[config.mk]
export PLATFORM = sky130hd
export DESIGN_NAME = rba_slot_mem
export DESIGN_NICKNAME = d
export VERILOG_FILES = /design/src/rtl/ring_buffer_allocator_unit_defines.svh /design/src/rtl/rba_pkg.sv /design/src/rtl/rba_slot_mem.sv
export SDC_FILE = /design/constraint.sdc
export NUM_CORES = 2
export LEC_CHECK = 0
export BUFFER_PORTS_ARGS = -buffer_cell sky130_fd_sc_hd__buf_2
export CORE_MARGIN = 4
export CORE_UTILIZATION = 47
export CTS_CLUSTER_DIAMETER = 120
export DETAILED_ROUTE_END_ITERATION = 10
export PLACE_DENSITY = 0.65
export RECOVER_POWER = 50
export SKIP_CTS_REPAIR_TIMING = 1
export SLEW_MARGIN = 40
export SYNTH_ARGS = -nofsm -noshare
export SYNTH_HDL_FRONTEND = slang
export SYNTH_MEMORY_MAX_BITS = 65536
export SYNTH_SLANG_ARGS = --single-unit
export TNS_END_PERCENT = 100
[constraint.sdc]
create_clock -name clk -period 13.8 [get_ports clk]
set_clock_uncertainty 0.2 [all_clocks]
set_input_delay 2.76 -clock clk [delete_from_list [all_inputs] [get_ports clk]]
set_output_delay 2.76 -clock clk [all_outputs]
set_load 0.01 [all_outputs]
[src/rtl/ring_buffer_allocator_unit_defines.svh]
// assertion macros used by the allocator controller rtl
`ifndef RING_BUFFER_ALLOCATOR_UNIT_DEFINES_SVH
`define RING_BUFFER_ALLOCATOR_UNIT_DEFINES_SVH

`ifndef SYNTH

// same-cycle implication
`define RBA_ASSERT_IMP(name, clk, rst_n, ante, cons, msg) \
  name: assert property (@(posedge clk) disable iff (!rst_n) (ante) |-> (cons)) \
    else $error(msg);

// next-cycle implication
`define RBA_ASSERT_NXT(name, clk, rst_n, ante, cons, msg) \
  name: assert property (@(posedge clk) disable iff (!rst_n) (ante) |=> (cons)) \
    else $error(msg);

`else

`define RBA_ASSERT_IMP(name, clk, rst_n, ante, cons, msg)
`define RBA_ASSERT_NXT(name, clk, rst_n, ante, cons, msg)

`endif

`endif

[src/rtl/rba_pkg.sv]
package rba_pkg;

  // result status codes
  typedef enum logic [2:0] {
    STAT_OK       = 3'd0,
    STAT_RETRY    = 3'd1,
    STAT_BADSIZE  = 3'd2,
    STAT_FREED    = 3'd3,
    STAT_IGNORED  = 3'd4,
    STAT_INACTIVE = 3'd5
  } status_t;

  // request kinds
  typedef enum logic {
    ACT_ALLOC = 1'b0,
    ACT_FREE  = 1'b1
  } action_t;

  // configuration register indexes
  localparam int CFG_IDX_BITS = 2;
  localparam logic [CFG_IDX_BITS-1:0] CFG_POOL_SIZE   = 2'd0;
  localparam logic [CFG_IDX_BITS-1:0] CFG_ALIGN_SHIFT = 2'd1;
  localparam logic [CFG_IDX_BITS-1:0] CFG_ENABLE      = 2'd2;

  // configuration reset values
  localparam logic [31:0] POOL_SIZE_RST   = 32'd1048576;
  localparam logic [4:0]  ALIGN_SHIFT_RST = 5'd12;
  localparam logic        ENABLE_RST      = 1'b1;

  // request beat
  typedef struct packed {
    logic        action;
    logic [31:0] size;
    logic [5:0]  tag;
  } in_item_t;

  // result beat
  typedef struct packed {
    logic [2:0]  status;
    logic [31:0] offset;
    logic [5:0]  slot_tag;
    logic [31:0] used_bytes;
    logic [6:0]  retired;
  } out_item_t;

  // live configuration
  typedef struct packed {
    logic [31:0] pool_size;
    logic [4:0]  align_shift;
    logic        enable;
  } cfg_t;

  // slot memory controls
  typedef struct packed {
    logic region_we;
    logic pend_we;
    logic pend_bit;
    logic rd_en;
  } mem_ctl_t;

  // sequencer states
  typedef enum logic [1:0] {
    S_IDLE,
    S_DECIDE,
    S_FREE_RD,
    S_FREE_CHK
  } fsm_state_t;

endpackage

[src/rtl/rba_slot_mem.sv]
module rba_slot_mem #(
  parameter int SLOTS     = 64,
  parameter int ADDR_BITS = 32
) (
  input  logic                     clk,
  input  rba_pkg::mem_ctl_t        ctl,
  input  logic [$clog2(SLOTS)-1:0] waddr,
  input  logic [ADDR_BITS-1:0]     wr_end,
  input  logic [ADDR_BITS-1:0]     wr_len,
  input  logic [$clog2(SLOTS)-1:0] raddr,
  output logic [ADDR_BITS-1:0]     rd_end,
  output logic [ADDR_BITS-1:0]     rd_len,
  output logic                     rd_pend
);

  // per-slot region end and length, and per-slot pending flag
  logic [2*ADDR_BITS-1:0] region_mem [SLOTS];
  logic                   pend_mem   [SLOTS];

  logic [2*ADDR_BITS-1:0] rd_region_r;
  logic                   rd_pend_r;

  // write ports
  always_ff @(posedge clk) begin
    if (ctl.region_we) begin
      region_mem[waddr] <= {wr_end, wr_len};
    end
    if (ctl.pend_we) begin
      pend_mem[waddr] <= ctl.pend_bit;
    end
  end

  // registered read port
  always_ff @(posedge clk) begin
    if (ctl.rd_en) begin
      rd_region_r <= region_mem[raddr];
      rd_pend_r   <= pend_mem[raddr];
    end
  end

  assign rd_end  = rd_region_r[2*ADDR_BITS-1:ADDR_BITS];
  assign rd_len  = rd_region_r[ADDR_BITS-1:0];
  assign rd_pend = rd_pend_r;

endmodule

==> flow_results.org <==
** Clocking
- The tree built by TritonCTS fans out to 4225 sinks.
- Clock-pin slew was measured on the worst setup and hold paths at 0.06 ns.
- TritonCTS built the clock tree.
- Cell at the root of the clock tree :: clkbuf_16
- Buffers inserted during clock tree synthesis total 421.
- Clk_lat worst skew :: 0.96 ns
- The clock passes through at most 4 buffers.
- H-Tree Depth :: 5

** Run status
- The run finished, with violations left.
- Violated checks :: capacitance limit, slew limit

** Min path
- Hold Startpoint :: region_mem[6][12]
- The min-delay analysis places its worst path in the category flop to flop.
- Worst Hold Depth :: 4
- Capture endpoint of the worst hold path :: rd_region_r[12]

** Power
- Clock power share :: 0.419
- The analysis attributes to net switching a power of 5.62 mW.
- Lkg Pwr :: 55.9 nW
- The worst-case IR drop observed on VDD is 0.104 mV.
- The internal portion of the total power is between 20 and 25 mW.
- The share of total power dissipated in sequential elements is 0.536.
- Share of total power consumed by net switching :: 0.211
- Dividing total power by cell area gives a power density of 147 nW/um^2.
- The design draws 26.7 mW.
- Comb power frac :: 0.045

** STA
- Setup TNS :: 0 ns
- Headroom to the max-slew limit came out at -1.09.
- For the pin with the worst max-slew slack, the measured transition is 3.13 ns.
- Setup repair after global routing left no endpoint under its margin.
- For the finished layout, the period the worst path requires is 7.59 ns.
- Achievable clock frequency :: 132 MHz
- The total count of hold-check failures in the final report was 0.
- Number of slew-limit violations in the final report :: 4124
- Period Utilization, post-route :: 0.550
- Setup-failing EPs final :: 0

** Setup path
- Kind of end point of the critical path :: flop
- Setup slack on the worst reg-to-reg path comes out at 11.65 ns.
- The endpoint identified for the worst register-to-register timing path is rd_region_r[63].
- Reg-to-reg critical path startpoint :: region_mem[6][63]
- Arr. time, crit path :: 7.94 ns
- The critical path is of the primary input to flop type.
- Worst EP required :: 14.15 ns
- The worst setup path is launched from a primary input.
- Measured in cells, the most critical reg-to-reg path has a length of 4.
- CP Max Fanout :: 23

** Placement
- The count of buffers added on input and output ports is 145.
- After detailed placement, the total cell area comes to ~170000 um^2.
- At the end of routability-driven placement, the weighted congestion stood at just under 0.8.
- Summed over all nets, the half-perimeter wirelength after detailed placement is 243000 um.

** Flow run
- Max Cap Violations :: 66

** Layout
- Fill cell total of the finished layout :: 25029
- In the final layout, the share of cells above drive strength 1 is 0.273.
- Once layout is done, the placed cells without fillers occupy 181000 um^2.
- Highest-count cells in the layout ignoring fill and taps :: edfxtp_1 (4225), mux4_2 (1040), clkbuf_16 (428)
- After the last flow step, the layout net total stands at 7228.
- Area Growth Syn to Fin :: 13.5%
- The library cell used most frequently in the layout, excluding fill and tap cells, is edfxtp_1.

** Synth
- Number of synthesized register bits :: 4225
- After synthesis, the mean cell area works out to approximately 24 um^2.
- In the synthesized netlist, the number of instances is 6695.
- The Yosys step of the flow raised 0 warnings.
- Synth Net Count :: 6776
- Cell area after synthesis :: 159000 um^2
- Share of the yosys chip area belonging to registers :: 0.796
- Yosys mapped the design onto 30 distinct sky130hd cell types.
- Number of synthesized flops with an enable pin :: 4225
- Post-synth ARST share :: 0
- Among all flip-flop cells after synthesis, the most frequent one is edfxtp_1.

** Route
- Summed over all nets, wire length on met3 after detailed routing comes to ~53000 um.
- Routed wire length :: 456000 um
- The first routing iteration left around 13000 violations.
- Routed wl met2 :: 213000 um
- Mean number of vias per cell :: 6.61
- After detailed routing, the number of remaining DRC violations is 0.
- Post-DR wirelength/cell :: 37.9 um
- Detailed routing inserted a total of between 70000 and 80000 vias.
- The highest layer touched by signal routing is met5.
- Once detail routing completed, the nets flagged for antenna violations numbered 0.
- The first TritonRoute pass finished after 6 iterations.
- Wl on met1 :: 174000 um

** GRT
- Total congestion overflow after global routing :: 0
- GRT Total Usage :: 0.259
- The first global-routing pass estimated 630000 um of wire.
- Vias in the first global route :: 78372
- Entering global routing, the biggest net connects ~120 pins.
- Antenna violations before repair :: 38

** Die
- The floorplan step set the die width to 590 um.
- For this design the top-level I/O count stands at 146.
- In this run the standard cell core region covers ~340000 um^2.
- Die Area :: 349000 um^2
- Measured along the y axis, the die boundary spans approximately 590 um.
- The initial utilization of the core area, before any placement, comes to 0.473.
- Placement Rows :: 213
[through the flow]
stage               cells   util  worst slack, ns  hold WS [ns]
global route        12011  0.536             6.18         0.742
floorplan            6695      -             6.58         0.656
CTS                 11997  0.537             7.73         0.700
finish              12017  0.537             6.21         0.695
global placement    11178  0.493             6.75         0.684
detailed placement  11230  0.497             6.74         0.688
[how the worst max path moves through the flow]
stage                              end      from  slack [ns]  cells past startpoint
floorplan            region_mem[42][0]  waddr[1]        6.58                      6
global placement        rd_region_r[7]  raddr[1]        6.75                      8
detailed placement  region_mem[30][44]  waddr[0]        6.74                      7
CTS                 region_mem[30][26]  waddr[0]        7.73                      7
global route           rd_region_r[22]    ctl[0]        6.18                      3
finish                 rd_region_r[22]    ctl[0]        6.21                      3
[cells in the mapped netlist (35+ instances only)]
master | count | area share
buf_2 | 170 | 0.0053
clkbuf_1 | 115 | 0.0027
mux4_2 | 1040 | 0.15
buf_4 | 51 | 0.0024
nor2_1 | 169 | 0.0040
edfxtp_1 | 4225 | 0.80
o22ai_1 | 129 | 0.0051
a22oi_1 | 260 | 0.012
nand3_1 | 122 | 0.0038
o221ai_1 | 35 | 0.0019
o211a_1 | 65 | 0.0041
mux2i_1 | 126 | 0.0079
a211oi_1 | 64 | 0.0030
[sequential cells by signal, summed over array words and instances, names as in the netlist]
register / cells
rd_region_r: 64
rd_pend: 1
region_mem: 4096
pend_mem: 64
[worst max-delay path: stages]
cell and delay [ns]:
clkbuf_1 1.76, clkbuf_1 2.29, buf_4 0.96
[routing by layer]
metal  global-route usage  vias up
met2                0.397     5333
met4               0.0792       24
met5                    0        -
li1                     -    29993
met1                0.376    43174
met3               0.0569      870
[power by group through the flow]
stage               Combinational [mW]  Clock [mW]  Sequential, mW
floorplan                        0.664           0            14.5
global placement                  1.17           0            14.5
detailed placement                1.21           0            14.6
CTS                               1.21        11.3            14.3
global route                      1.27        11.9            14.3
finish                            1.20        11.2            14.3
[kinds of logic (layout without fill, tap and decap cells)]
kind of cell / count (synthesis) / after routing / share of synthesized area
flip-flops: 4225 / 4225 / 0.796
AO/OA/AOI/OAI: 554 / 554 / 0.0264
other: 0 / 11 / 0
AND/OR/NAND/NOR: 358 / 358 / 0.0104
buffers and inverters: 392 / 1188 / 0.0124
multiplexers: 1166 / 1166 / 0.155
[area by class of cell]
type                       count  area (um^2)  area share
sequential                  4225       127000       0.701
antenna                       11         27.5    0.000152
tap                         4515         5650      0.0312
timing repair buffer         411         3810      0.0211
clock inverter               269         2440      0.0135
clock buffer                 498        10900      0.0604
inverter                      10         37.5    0.000208
multi-input combinational   2078        31100       0.172
No activity file was read; power rests on OpenSTA's default activity.
