$ cat config.mk
export PLATFORM = sky130hd
export DESIGN_NAME = rba_ctrl
export DESIGN_NICKNAME = d
export VERILOG_FILES = /design/src/rtl/rba_pkg.sv /design/src/rtl/rba_ctrl.sv
export VERILOG_INCLUDE_DIRS = /design/src /design/src/rtl
export SDC_FILE = /design/constraint.sdc
export NUM_CORES = 1
export LEC_CHECK = 0
export ABC_AREA = 1
export BUFFER_PORTS_ARGS = -buffer_cell sky130_fd_sc_hd__buf_2
export CAP_MARGIN = 40
export CORE_ASPECT_RATIO = 1.1
export CORE_UTILIZATION = 30
export CTS_CLUSTER_DIAMETER = 100
export CTS_CLUSTER_SIZE = 28
export DETAILED_ROUTE_END_ITERATION = 12
export GPL_TIMING_DRIVEN = 1
export HOLD_SLACK_MARGIN = 0.06
export PLACE_DENSITY_LB_ADDON = 0.05
export REMOVE_ABC_BUFFERS = 1
export SYNTH_ARGS = -nofsm -noshare
export SYNTH_HDL_FRONTEND = slang
export SYNTH_SLANG_ARGS = --single-unit
$ cat constraint.sdc
create_clock -name clk -period 11.7 [get_ports clk]
set_input_delay 2.34 -clock clk [delete_from_list [all_inputs] [get_ports clk]]
set_output_delay 2.34 -clock clk [all_outputs]
set_load 0.03 [all_outputs]
$ cat src/rtl/ring_buffer_allocator_unit_defines.svh
// assertion macros used by the allocator controller rtl
`ifndef RING_BUFFER_ALLOCATOR_UNIT_DEFINES_SVH
`define RING_BUFFER_ALLOCATOR_UNIT_DEFINES_SVH

`ifndef SYNTH

// same-cycle implication
`define RBA_ASSERT_IMP(name, clk, rst_n, ante, cons, msg) \
  name: assert property (@(posedge clk) disable iff (!rst_n) (ante) |-> (cons)) \
    else $error(msg);

// next-cycle implication
`define RBA_ASSERT_NXT(name, clk, rst_n, ante, cons, msg) \
  name: assert property (@(posedge clk) disable iff (!rst_n) (ante) |=> (cons)) \
    else $error(msg);

`else

`define RBA_ASSERT_IMP(name, clk, rst_n, ante, cons, msg)
`define RBA_ASSERT_NXT(name, clk, rst_n, ante, cons, msg)

`endif

`endif

$ cat src/rtl/rba_pkg.sv
package rba_pkg;

  // result status codes
  typedef enum logic [2:0] {
    STAT_OK       = 3'd0,
    STAT_RETRY    = 3'd1,
    STAT_BADSIZE  = 3'd2,
    STAT_FREED    = 3'd3,
    STAT_IGNORED  = 3'd4,
    STAT_INACTIVE = 3'd5
  } status_t;

  // request kinds
  typedef enum logic {
    ACT_ALLOC = 1'b0,
    ACT_FREE  = 1'b1
  } action_t;

  // configuration register indexes
  localparam int CFG_IDX_BITS = 2;
  localparam logic [CFG_IDX_BITS-1:0] CFG_POOL_SIZE   = 2'd0;
  localparam logic [CFG_IDX_BITS-1:0] CFG_ALIGN_SHIFT = 2'd1;
  localparam logic [CFG_IDX_BITS-1:0] CFG_ENABLE      = 2'd2;

  // configuration reset values
  localparam logic [31:0] POOL_SIZE_RST   = 32'd1048576;
  localparam logic [4:0]  ALIGN_SHIFT_RST = 5'd12;
  localparam logic        ENABLE_RST      = 1'b1;

  // request beat
  typedef struct packed {
    logic        action;
    logic [31:0] size;
    logic [5:0]  tag;
  } in_item_t;

  // result beat
  typedef struct packed {
    logic [2:0]  status;
    logic [31:0] offset;
    logic [5:0]  slot_tag;
    logic [31:0] used_bytes;
    logic [6:0]  retired;
  } out_item_t;

  // live configuration
  typedef struct packed {
    logic [31:0] pool_size;
    logic [4:0]  align_shift;
    logic        enable;
  } cfg_t;

  // slot memory controls
  typedef struct packed {
    logic region_we;
    logic pend_we;
    logic pend_bit;
    logic rd_en;
  } mem_ctl_t;

  // sequencer states
  typedef enum logic [1:0] {
    S_IDLE,
    S_DECIDE,
    S_FREE_RD,
    S_FREE_CHK
  } fsm_state_t;

endpackage

$ cat src/rtl/rba_ctrl.sv
`include "ring_buffer_allocator_unit_defines.svh"

module rba_ctrl #(
  parameter int SLOTS     = 64,
  parameter int ADDR_BITS = 32
) (
  input  logic                     clk,
  input  logic                     rst_n,
  input  rba_pkg::cfg_t            cfg,
  input  logic                     start,
  output logic                     busy,
  input  rba_pkg::in_item_t        in_data,
  output logic                     out_valid,
  output rba_pkg::out_item_t       out_data,
  output rba_pkg::mem_ctl_t        mem_ctl,
  output logic [$clog2(SLOTS)-1:0] waddr,
  output logic [ADDR_BITS-1:0]     wr_end,
  output logic [ADDR_BITS-1:0]     wr_len,
  output logic [$clog2(SLOTS)-1:0] raddr,
  input  logic [ADDR_BITS-1:0]     rd_end,
  input  logic [ADDR_BITS-1:0]     rd_len,
  input  logic                     rd_pend
);

  localparam int AW    = ADDR_BITS;
  localparam int TAG_W = $clog2(SLOTS);
  localparam int CNT_W = $clog2(SLOTS + 1);
  localparam int CW    = (AW > 33) ? AW : 33;
  localparam int IW    = (TAG_W > 6) ? TAG_W + 1 : 7;
  localparam logic [TAG_W-1:0] SLOT_LAST = TAG_W'(SLOTS - 1);
  localparam logic [CNT_W-1:0] SLOTS_CNT = CNT_W'(SLOTS);

  // width adapters toward the fixed result fields
  function automatic logic [31:0] to_word(input logic [AW-1:0] v);
    logic [AW+31:0] ext;
    ext = {32'b0, v};
    return ext[31:0];
  endfunction

  function automatic logic [5:0] to_tag(input logic [TAG_W-1:0] v);
    logic [TAG_W+5:0] ext;
    ext = {6'b0, v};
    return ext[5:0];
  endfunction

  function automatic logic [6:0] to_cnt(input logic [CNT_W-1:0] v);
    logic [CNT_W+6:0] ext;
    ext = {7'b0, v};
    return ext[6:0];
  endfunction

  function automatic rba_pkg::out_item_t mk_beat(input rba_pkg::status_t st,
                                                 input logic [31:0] off,
                                                 input logic [5:0] tg,
                                                 input logic [31:0] used,
                                                 input logic [6:0] ret);
    rba_pkg::out_item_t b;
    b.status     = st;
    b.offset     = off;
    b.slot_tag   = tg;
    b.used_bytes = used;
    b.retired    = ret;
    return b;
  endfunction

  rba_pkg::fsm_state_t state_r, state_nxt;
  logic [AW-1:0]       head_r, head_nxt;
  logic [AW-1:0]       tail_r, tail_nxt;
  logic [AW-1:0]       bytes_r, bytes_nxt;
  logic [TAG_W-1:0]    oldest_r, oldest_nxt;
  logic [TAG_W-1:0]    next_r, next_nxt;
  logic [CNT_W-1:0]    count_r, count_nxt;
  logic [CNT_W-1:0]    retired_r, retired_nxt;
  logic [AW-1:0]       aligned_r, aligned_nxt;
  logic                bad_r, bad_nxt;
  logic                out_valid_r, out_valid_nxt;
  rba_pkg::out_item_t  out_data_r, out_data_nxt;

  logic accept;
  logic is_free;

  // pool size seen at address width
  logic [AW+31:0] pool_ext;
  logic [AW-1:0]  pool;

  assign pool_ext = {{AW{1'b0}}, cfg.pool_size};
  assign pool     = pool_ext[AW-1:0];

  // size rounding and bad size check on the request beat
  logic [32:0]   mask33;
  logic [CW-1:0] size_c, mask_c, sum_c, aligned_c, pool_c;
  logic          bad_in;

  assign mask33    = (33'd1 << cfg.align_shift) - 33'd1;
  assign size_c    = CW'(in_data.size);
  assign mask_c    = CW'(mask33);
  assign sum_c     = size_c + mask_c;
  assign aligned_c = sum_c & ~mask_c;
  assign pool_c    = CW'(pool);
  assign bad_in    = (in_data.size == '0) || (size_c > pool_c) || (aligned_c > pool_c);

  // liveness of the tag named by a free: inside the oldest..oldest+count-1 ring window
  logic [IW-1:0]    tag_w;
  logic [TAG_W-1:0] tag_idx;
  logic [TAG_W:0]   tag_dist;
  logic             free_live;

  assign tag_w   = IW'(in_data.tag);
  assign tag_idx = tag_w[TAG_W-1:0];

  always_comb begin
    if (tag_idx >= oldest_r) begin
      tag_dist = {1'b0, tag_idx} - {1'b0, oldest_r};
    end else begin
      tag_dist = {1'b0, tag_idx} + (TAG_W+1)'(SLOTS) - {1'b0, oldest_r};
    end
  end

  assign free_live = (tag_w < IW'(SLOTS)) && (tag_dist < (TAG_W+1)'(count_r));

  // placement decision for a pending allocation
  logic          empty;
  logic [AW-1:0] h_eff, t_eff;
  logic [AW:0]   sum_use;
  logic          no_total, ring_full, room_ok, wrap_ok, gap_ok;
  logic          place_head, place_zero, place_ok;
  logic [AW-1:0] end_head;

  assign empty     = (bytes_r == '0);
  assign h_eff     = empty ? '0 : head_r;
  assign t_eff     = empty ? '0 : tail_r;
  assign sum_use   = {1'b0, bytes_r} + {1'b0, aligned_r};
  assign no_total  = sum_use > {1'b0, pool};
  assign ring_full = !empty && (head_r == tail_r);
  assign room_ok   = (h_eff < pool) && ((pool - h_eff) >= aligned_r);
  assign wrap_ok   = t_eff >= aligned_r;
  assign gap_ok    = (t_eff - h_eff) >= aligned_r;
  assign end_head  = h_eff + aligned_r;

  always_comb begin
    if (t_eff <= h_eff) begin
      place_head = room_ok;
      place_zero = !room_ok && wrap_ok;
    end else begin
      place_head = gap_ok;
      place_zero = 1'b0;
    end
  end

  assign place_ok = !bad_r && cfg.enable && (count_r != SLOTS_CNT) && !no_total &&
                    !ring_full && (place_head || place_zero);

  // retire step on the oldest slot
  logic             retire;
  logic [TAG_W-1:0] oldest_inc, next_inc;
  logic [AW-1:0]    tail_ret, bytes_ret;

  assign retire     = (state_r == rba_pkg::S_FREE_CHK) && (count_r != '0) && rd_pend;
  assign oldest_inc = (oldest_r == SLOT_LAST) ? '0 : oldest_r + TAG_W'(1);
  assign next_inc   = (next_r == SLOT_LAST) ? '0 : next_r + TAG_W'(1);
  assign tail_ret   = (rd_end >= pool) ? '0 : rd_end;
  assign bytes_ret  = (bytes_r >= rd_len) ? bytes_r - rd_len : '0;

  assign is_free = (in_data.action == rba_pkg::ACT_FREE);
  assign accept  = start && !busy;

  // next state
  always_comb begin
    state_nxt = state_r;
    unique case (state_r)
      rba_pkg::S_IDLE: begin
        if (accept && !is_free) begin
          state_nxt = rba_pkg::S_DECIDE;
        end else if (accept && free_live) begin
          state_nxt = rba_pkg::S_FREE_RD;
        end
      end
      rba_pkg::S_DECIDE:   state_nxt = rba_pkg::S_IDLE;
      rba_pkg::S_FREE_RD:  state_nxt = rba_pkg::S_FREE_CHK;
      rba_pkg::S_FREE_CHK: state_nxt = retire ? rba_pkg::S_FREE_CHK : rba_pkg::S_IDLE;
    endcase
  end

  // fsm outputs: busy and slot memory access
  always_comb begin
    busy             = (state_r != rba_pkg::S_IDLE);
    mem_ctl          = '0;
    waddr            = tag_idx;
    raddr            = oldest_r;
    wr_end           = place_head ? end_head : aligned_r;
    wr_len           = aligned_r;
    unique case (state_r)
      rba_pkg::S_IDLE: begin
        // mark the freed slot pending
        mem_ctl.pend_we  = accept && is_free && free_live;
        mem_ctl.pend_bit = 1'b1;
      end
      rba_pkg::S_DECIDE: begin
        // new region takes the next slot, not pending
        waddr             = next_r;
        mem_ctl.region_we = place_ok;
        mem_ctl.pend_we   = place_ok;
        mem_ctl.pend_bit  = 1'b0;
      end
      rba_pkg::S_FREE_RD: begin
        mem_ctl.rd_en = 1'b1;
      end
      rba_pkg::S_FREE_CHK: begin
        // fetch the following slot while this one retires
        mem_ctl.rd_en = retire;
        raddr         = oldest_inc;
      end
    endcase
  end

  // datapath next values
  always_comb begin
    head_nxt      = head_r;
    tail_nxt      = tail_r;
    bytes_nxt     = bytes_r;
    oldest_nxt    = oldest_r;
    next_nxt      = next_r;
    count_nxt     = count_r;
    retired_nxt   = retired_r;
    aligned_nxt   = aligned_r;
    bad_nxt       = bad_r;
    out_valid_nxt = 1'b0;
    out_data_nxt  = out_data_r;
    unique case (state_r)
      rba_pkg::S_IDLE: begin
        if (accept && is_free) begin
          if (free_live) begin
            retired_nxt = '0;
          end else begin
            out_valid_nxt = 1'b1;
            out_data_nxt  = mk_beat(rba_pkg::STAT_IGNORED, '0, '0, to_word(bytes_r), '0);
          end
        end else if (accept) begin
          aligned_nxt = aligned_c[AW-1:0];
          bad_nxt     = bad_in;
        end
      end
      rba_pkg::S_DECIDE: begin
        out_valid_nxt = 1'b1;
        priority if (bad_r) begin
          out_data_nxt = mk_beat(rba_pkg::STAT_BADSIZE, '0, '0, to_word(bytes_r), '0);
        end else if (!cfg.enable) begin
          out_data_nxt = mk_beat(rba_pkg::STAT_INACTIVE, '0, '0, to_word(bytes_r), '0);
        end else if (place_ok) begin
          head_nxt     = place_head ? end_head : aligned_r;
          tail_nxt     = t_eff;
          bytes_nxt    = bytes_r + aligned_r;
          next_nxt     = next_inc;
          count_nxt    = count_r + CNT_W'(1);
          out_data_nxt = mk_beat(rba_pkg::STAT_OK, to_word(place_head ? h_eff : '0),
                                 to_tag(next_r), to_word(bytes_r + aligned_r), '0);
        end else begin
          out_data_nxt = mk_beat(rba_pkg::STAT_RETRY, '0, '0, to_word(bytes_r), '0);
        end
      end
      rba_pkg::S_FREE_RD: begin
      end
      rba_pkg::S_FREE_CHK: begin
        if (retire) begin
          tail_nxt    = tail_ret;
          bytes_nxt   = bytes_ret;
          oldest_nxt  = oldest_inc;
          count_nxt   = count_r - CNT_W'(1);
          retired_nxt = retired_r + CNT_W'(1);
        end else begin
          // empty pool snaps both pointers home
          if (empty) begin
            head_nxt = '0;
            tail_nxt = '0;
          end
          out_valid_nxt = 1'b1;
          out_data_nxt  = mk_beat(rba_pkg::STAT_FREED, '0, '0, to_word(bytes_r),
                                  to_cnt(retired_r));
        end
      end
    endcase
  end

  // control registers
  always_ff @(posedge clk) begin
    if (!rst_n) begin
      state_r     <= rba_pkg::S_IDLE;
      head_r      <= '0;
      tail_r      <= '0;
      bytes_r     <= '0;
      oldest_r    <= '0;
      next_r      <= '0;
      count_r     <= '0;
      retired_r   <= '0;
      out_valid_r <= 1'b0;
    end else begin
      state_r     <= state_nxt;
      head_r      <= head_nxt;
      tail_r      <= tail_nxt;
      bytes_r     <= bytes_nxt;
      oldest_r    <= oldest_nxt;
      next_r      <= next_nxt;
      count_r     <= count_nxt;
      retired_r   <= retired_nxt;
      out_valid_r <= out_valid_nxt;
    end
  end

  // payload registers
  always_ff @(posedge clk) begin
    aligned_r  <= aligned_nxt;
    bad_r      <= bad_nxt;
    out_data_r <= out_data_nxt;
  end

  assign out_valid = out_valid_r;
  assign out_data  = out_data_r;

  // checks
  `RBA_ASSERT_IMP(a_count_max, clk, rst_n, 1'b1, count_r <= SLOTS_CNT, "slot count overflow")
  `RBA_ASSERT_IMP(a_out_idle, clk, rst_n, out_valid_r, state_r == rba_pkg::S_IDLE, "result while busy")
  `RBA_ASSERT_IMP(a_empty_home, clk, rst_n, (state_r == rba_pkg::S_IDLE) && (bytes_r == '0), (head_r == '0) && (tail_r == '0), "empty pool pointers not home")
  `RBA_ASSERT_NXT(a_chk_done, clk, rst_n, (state_r == rba_pkg::S_FREE_CHK) && (count_r == '0), out_valid_r, "free did not finish on empty ring")

endmodule

==> summary.txt, run 1 <==
r2r setup slk -> 2.43 ns
GP Congestion -> 0.943
synthesized area -> 28300 µm²
Hold Crit Start -> retired_r[6]
met1 Track Usage GR -> 33.1%
Final Cell Area -> 32000 µm²
Core Area -> 93000 µm²
global-route wire length before repair -> 186000 µm
CTS Root Cell -> clkbuf_16
Largest stage delay, worst path -> 0.58 ns
# hold bufs at CTS -> 0
post-route ant nets -> 0
drt total wl -> 129000 µm
antenna violations before repair -> 10
skew final -> 0.0350 ns
yosys warns -> 0
Final period util -> 92.6%
chip height -> 324 µm
MaxCap Viol Count -> 0
Synth area leader -> ha_1
setup_tns -> 0 ns
most used cell, CP -> o21ai_0
Max IR drop VDD -> 267 µV
WS Path Type -> flip-flop to output pin
crit path max-delay cell type -> nand2_2
met3 Resource Use GR -> 1.73%
number of nets in the layout -> 5075
worst hold path class -> flip-flop to flip-flop
Seq/Total Area, Yosys -> 20.8%
Vias/cell -> 5.13
Critical R2R Capture -> head_r[23]
Leak -> 15.4 nW
postcts setup bufs -> 0
Final Critical Period -> 10.84 ns
CP endpoint -> wr_end[30]
Vias -> 29524
port buffer count -> 306
die width -> 295 µm
Setup crit start -> bytes_r[27]
Overflow after GRT -> 0
# clock sinks -> 238
worst skew pair latency -> 0.60 ns
I/O Pins -> 307
Max Slew Vio Count -> 0
quantity of gates resized following cts -> 0
pwr dens -> 230 nW/µm²
Area Growth Syn to Fin -> 13.2%
DP Area -> 31200 µm²
status -> completed
Worst R2R Path Depth -> 31
DRC violations left -> 0
dominant cells by area after synthesis -> ha_1 19%, nand2_1 12%, edfxtp_1 12%
GR peak layer -> met2
most frequent cell after synthesis -> nand2_1
Fillers -> 10368
Overall Global Routing Usage -> 26.5%
Rows -> 117
Avg WL per Cell -> 22.4 µm
vias in the first global route -> 29248
fmax -> 92.3 MHz
Post-Syn Area per Cell -> 6.69 µm²
most frequent cells after synthesis -> 939 x nand2_1, 504 x inv_1, 471 x nor2_1
Die ar. -> 95500 µm²
drt first-iter violations -> 1720
Top FF cell, synth -> dfxtp_1
Yosys top cell area share -> 19.3%
final core occ -> 34.4%
critical path fanouts, max -> 23
Worst setup SP type -> flip-flop
Worst-path clk slew -> 0.09 ns
EDFF count, synth -> 113
Async SR Flop Fraction -> 0%
RSZ-0062 raised after global routing -> no
largest net degree at the start of global routing -> 54
final hold vios -> 0
H-tree Lvls -> 1
layout cell share with drive strength beyond 1 -> 9.04%
TritonRoute pass-1 iters -> 5
Seq cells post-synth -> 238
Final setup viols -> 0
Slew @ Worst Pin -> 0.898 ns
WP data required -> 9.36 ns
headroom to the max-slew limit -> 39.7%
DP HPWL -> 107000 µm
clk buf depth -> 3
crit end category -> output pin
met2 usage -> 47.2%
CTS tree -> done
CTS Buf Count -> 22
Mapped Cells -> 4227
launching point of the worst reg2reg path -> bytes_r[27]
data arrival time of the critical path -> 8.50 ns
Starting Density -> 30.4%
Cell variety after synth -> 56
registers in the layout (all words and copies together), names as in the netlist, 7 cells and up:
signal and cells:
out_data 80, bytes_r 32, head_r 32, tail_r 32, wr_len 32, count_r 7
retired_r 7
cell families (layout without fill, tap and decap cells):
| family | after synthesis | after routing | synth area share [%] |
|---|---|---|---|
| adder cells (fa/ha/maj) | 444 | 444 | 19.9 |
| buffers and inverters | 615 | 890 | 8.49 |
| other | 1 | 6 | 0.0133 |
| AND/OR/NAND/NOR | 1882 | 1882 | 28.0 |
| flip-flops | 238 | 238 | 20.8 |
| AO/OA/AOI/OAI | 836 | 836 | 16.3 |
| XOR/XNOR | 211 | 211 | 6.53 |
cells in the final DEF, fill, tap and decap left out, types with 5 or more instances in the layout:
cell type	netlist	routed
nand2_2	6	7
inv_1	504	502
a21oi_1	440	439
ha_1	436	436
nor2_1	471	469
a211oi_1	12	12
o21a_1	23	23
edfxtp_1	113	113
nor3b_1	6	6
nand2_1	939	937
clkbuf_16	0	23
nand3b_1	13	13
diode_2	0	5
and2_1	17	17
a221oi_1	5	5
buf_2	21	308
o21bai_1	21	21
o2111ai_1	6	6
o21ai_0	226	226
fa_1	8	8
buf_4	12	28
nand3_1	261	260
nand4_1	69	69
a21o_1	30	30
o211ai_1	14	14
o31ai_1	7	7
dfxtp_1	125	125
a21boi_0	11	11
xor2_1	138	138
a31oi_1	24	24
xnor2_1	73	73
nor3_1	55	55
nor4_1	34	34
per-stage QoR:
| stage | worst slack, ns | hold slack [ns] | power [W] | std cells |
|---|---|---|---|---|
| after floorplan | 0.560 | 0.422 | 0.00473 | 4122 |
| after global placement | 1.32 | 0.446 | 0.00654 | 5706 |
| after detailed placement | 1.24 | 0.447 | 0.00652 | 5711 |
| after CTS | 0.768 | 0.463 | 0.00738 | 5751 |
| after global routing | 0.111 | 0.485 | 0.00796 | 5755 |
| final | 0.865 | 0.462 | 0.00736 | 5756 |
per-layer routing:
layer | vias up | wire (µm)
met1 | 13869 | 56300
met2 | 711 | 62800
met3 | 172 | 4790
met5 | - | 0
met4 | 0 | 5020
li1 | 14772 | -
final cells by class:
cell class,instances,area [µm²],share of cell area [%]
timing repair buffer,340,1840,5.74
inverter,510,1920,5.99
multi-input combinational,3374,20000,62.6
antenna,5,12.5,0.0391
sequential,238,5900,18.4
clock buffer,26,597,1.86
tap,1249,1560,4.88
clock inverter,14,166,0.520
critical path: cells and delay by family (launching register included):
kind                     cells  cell delay (ns)
AO/OA/AOI/OAI               12             3.34
AND/OR/NAND/NOR             11             2.67
buffers and inverters        4             0.88
adder cells (fa/ha/maj)      2             0.47
flip-flops                   1             0.36
XOR/XNOR                     1             0.15
how the worst min path moves through the flow:
stage | end | slack, ns | cells past startpoint
6_report | retired_r[6] | 0.46 | 1
5_1_grt | retired_r[6] | 0.49 | 1
4_1_cts | retired_r[6] | 0.46 | 1
3_5_place_dp | retired_r[6] | 0.45 | 1
3_3_place_gp | retired_r[6] | 0.45 | 1
2_1_floorplan | retired_r[6] | 0.42 | 1
power breakdown:
group          leakage, nW  switching [W]  internal [W]
clock network        0.369       0.000440      0.000391
registers             2.10       0.000141       0.00106
logic                 13.0        0.00369       0.00163
total                 15.4        0.00427       0.00309
(Power assumes the default switching activity.)
==> inputs of run 2 (changes only) <==
- PLACE_DENSITY_LB_ADDON: 0.05 -> not set
==> run 2 against run 1 <==
  * Worst setup slack improved by 0.30 ns
  * Clock skew grew 0.0064 ns
  * Sequential power about the same
  * Critical path type unchanged
  * Non-clock buffer count down 2
  * Clock-buffer cell count down 8
  * Via count rose by 3.4%
  * Die area unchanged
  * Combinational power up 0.9%
  * Hold slack hardly changed
  * Cell count down 0.21%
  * Sequential cell count unchanged
  * Critical path depth rose by 1
  * Largest power group unchanged
==> summary.txt, run 2 (synthesis results as in run 1) <==
status -> completed (unchanged)
drt first-iter violations -> 2485 (was 1720)
crit path max-delay cell type -> nor2_4 (was nand2_2)
antenna violations before repair -> 15 (was 10)
RSZ-0062 raised after global routing -> no (unchanged)
pwr dens -> 229 nW/µm² (was 230 nW/µm²)
most frequent cells in the layout -> 937 x nand2_1, 503 x inv_1, 469 x nor2_1 (was 937 x nand2_1, 502 x inv_1, 469 x nor2_1)
chip height -> 324 µm (unchanged)
Final Critical Period -> 10.53 ns (was 10.84 ns)
WL met2 -> 57300 µm (was 62800 µm)
Slew @ Worst Pin -> 0.889 ns (was 0.898 ns)
Core Area -> 93000 µm² (unchanged)
top sig layer -> met5 (was met4)
DP HPWL -> 104000 µm (was 107000 µm)
most used cell, CP -> nand2_1 (was o21ai_0)
Avg WL per Cell -> 21.8 µm (was 22.4 µm)
vias in the first global route -> 29090 (was 29248)
Final setup viols -> 0 (unchanged)
Max IR drop VDD -> 155 µV (was 267 µV)
Max Slew Vio Count -> 0 (unchanged)
headroom to the max-slew limit -> 40.2% (was 39.7%)
I/O Pins -> 307 (unchanged)
critical path fanouts, max -> 24 (was 23)
number of buffers and inverters on the critical path -> 4 (unchanged)
Largest stage delay, worst path -> 0.71 ns (was 0.58 ns)
WS Path Type -> flip-flop to output pin (unchanged)
Rows -> 117 (unchanged)
Worst setup SP type -> flip-flop (unchanged)
Critical R2R Capture -> tail_r[12] (was head_r[23])
skew final -> 0.0415 ns (was 0.0350 ns)
Vias -> 30540 (was 29524)
worst skew pair latency -> 0.59 ns (was 0.60 ns)
delay-heaviest family, CP -> simple AND/OR/NAND/NOR gates (was compound AO/OA/AOI/OAI gates)
DRC violations left -> 0 (unchanged)
Overall Global Routing Usage -> 25.6% (was 26.5%)
Worst-path clk slew -> 0.11 ns (was 0.09 ns)
postcts setup bufs -> 0 (unchanged)
Hold Crit Start -> retired_r[6] (unchanged)
crit end category -> output pin (unchanged)
CTS Root Cell -> clkbuf_16 (unchanged)
global-route wire length before repair -> 182000 µm (was 186000 µm)
power after layout -> 0.00731 W (was 0.00736 W)
M1 WL -> 51100 µm (was 56300 µm)
hold_ws -> 0.462 ns (about the same)
Vias/cell -> 5.32 (was 5.13)
layout cell share with drive strength beyond 1 -> 8.80% (was 9.04%)
data arrival time of the critical path -> 8.19 ns (was 8.50 ns)
GP Congestion -> 0.999 (was 0.943)
worst hold path class -> flip-flop to flip-flop (unchanged)
setup_tns -> 0 ns (unchanged)
Die ar. -> 95500 µm² (unchanged)
launching point of the worst reg2reg path -> bytes_r[27] (unchanged)
H-tree Lvls -> 1 (unchanged)
fmax -> 95.0 MHz (was 92.3 MHz)
most common cell after layout, fill and taps aside -> nand2_1 (unchanged)
WP data required -> 9.36 ns (about the same)
die width -> 295 µm (unchanged)
final core occ -> 34.3% (was 34.4%)
clk buf depth -> 3 (unchanged)
Starting Density -> 30.4% (unchanged)
Overflow after GRT -> 0 (unchanged)
Leak -> 15.4 nW (about the same)
number of nets in the layout -> 5068 (was 5075)
largest net degree at the start of global routing -> 58 (was 54)
final hold vios -> 0 (unchanged)
port buffer count -> 306 (unchanged)
CTS Buf Count -> 17 (was 22)
Final period util -> 90.0% (was 92.6%)
Worst Hold End -> retired_r[6] (unchanged)
Area Growth Syn to Fin -> 12.7% (was 13.2%)
MaxCap Viol Count -> 0 (unchanged)
quantity of gates resized following cts -> 0 (unchanged)
# clock sinks -> 238 (unchanged)
Worst R2R Path Depth -> 32 (was 31)
post-route ant nets -> 0 (unchanged)
max FFs per register -> 80 (unchanged)
# hold bufs at CTS -> 0 (unchanged)
TritonRoute pass-1 iters -> 6 (was 5)
Hold Crit Depth -> 1 (unchanged)
drt total wl -> 125000 µm (was 129000 µm)
met3 wire length -> 9220 µm (was 4790 µm)
r2r setup slk -> 2.96 ns (was 2.43 ns)
CTS tree -> done (unchanged)
-- run 2: changes by cell type in the layout (fill, tap and decap cells not counted), sizes merged --
cell / previous run / this run
clkbuf: 26 / 18
clkinvlp: 1 / 0
buf: 340 / 338
inv: 515 / 513
diode: 5 / 6
-- run 2: through the flow --
| step | instances | instance area, µm² | setup WS [ns] |
|---|---|---|---|
| after floorplan | 4122 | 27800 | 0.560 |
| after detailed placement | 5709 | 31200 | 1.77 |
| final | 5744 | 31900 | 1.17 |
| after global routing | 5741 | 31900 | 0.739 |
| after global placement | 5703 | 31100 | 1.93 |
| after CTS | 5738 | 31900 | 1.20 |
-- run 2: area by class of cell --
type | count | area (µm²)
Fill cell | 10155 | 61100
Clock buffer | 18 | 450
Sequential cell | 238 | 5900
Clock inverter | 11 | 188
Timing Repair Buffer | 338 | 1840
Inverter | 510 | 1920
Tap cell | 1249 | 1560
Antenna cell | 6 | 15.0
Multi-Input combinational cell | 3374 | 20000
-- run 2: metal layers --
| metal | global-route usage [%] | up-vias |
|---|---|---|
| li1 | - | 14761 |
| met1 | 32.0 | 14195 |
| met2 | 42.8 | 1302 |
| met3 | 3.04 | 274 |
| met4 | 13.5 | 8 |
| met5 | 0 | - |
-- run 2: worst reg2reg max path, delay by kind of cell (launching register included) --
family	cells	cell delay [ns]
simple gates	14	3.75
compound gates	12	2.93
fa+ha+maj	2	0.44
flops	1	0.37
buf+inv	3	0.99
xor+xnor	1	0.20
-- run 2: report_power, final --
| part | internal, W | switching [W] | leakage, nW |
|---|---|---|---|
| logic | 0.00165 | 0.00372 | 13.0 |
| clock network | 0.000314 | 0.000411 | 0.306 |
| registers | 0.00106 | 0.000151 | 2.10 |
-- run 2: worst max-delay path by stage --
| stage | start | end | depth (start not counted) |
|---|---|---|---|
| floorplan | bytes_r[15] | mem_ctl[2] | 34 |
| global placement | cfg[8] | wr_end[0] | 27 |
| detailed placement | cfg[6] | wr_end[5] | 27 |
| CTS | bytes_r[27] | wr_end[5] | 31 |
| global route | bytes_r[27] | wr_end[13] | 31 |
| finish | bytes_r[27] | wr_end[5] | 31 |
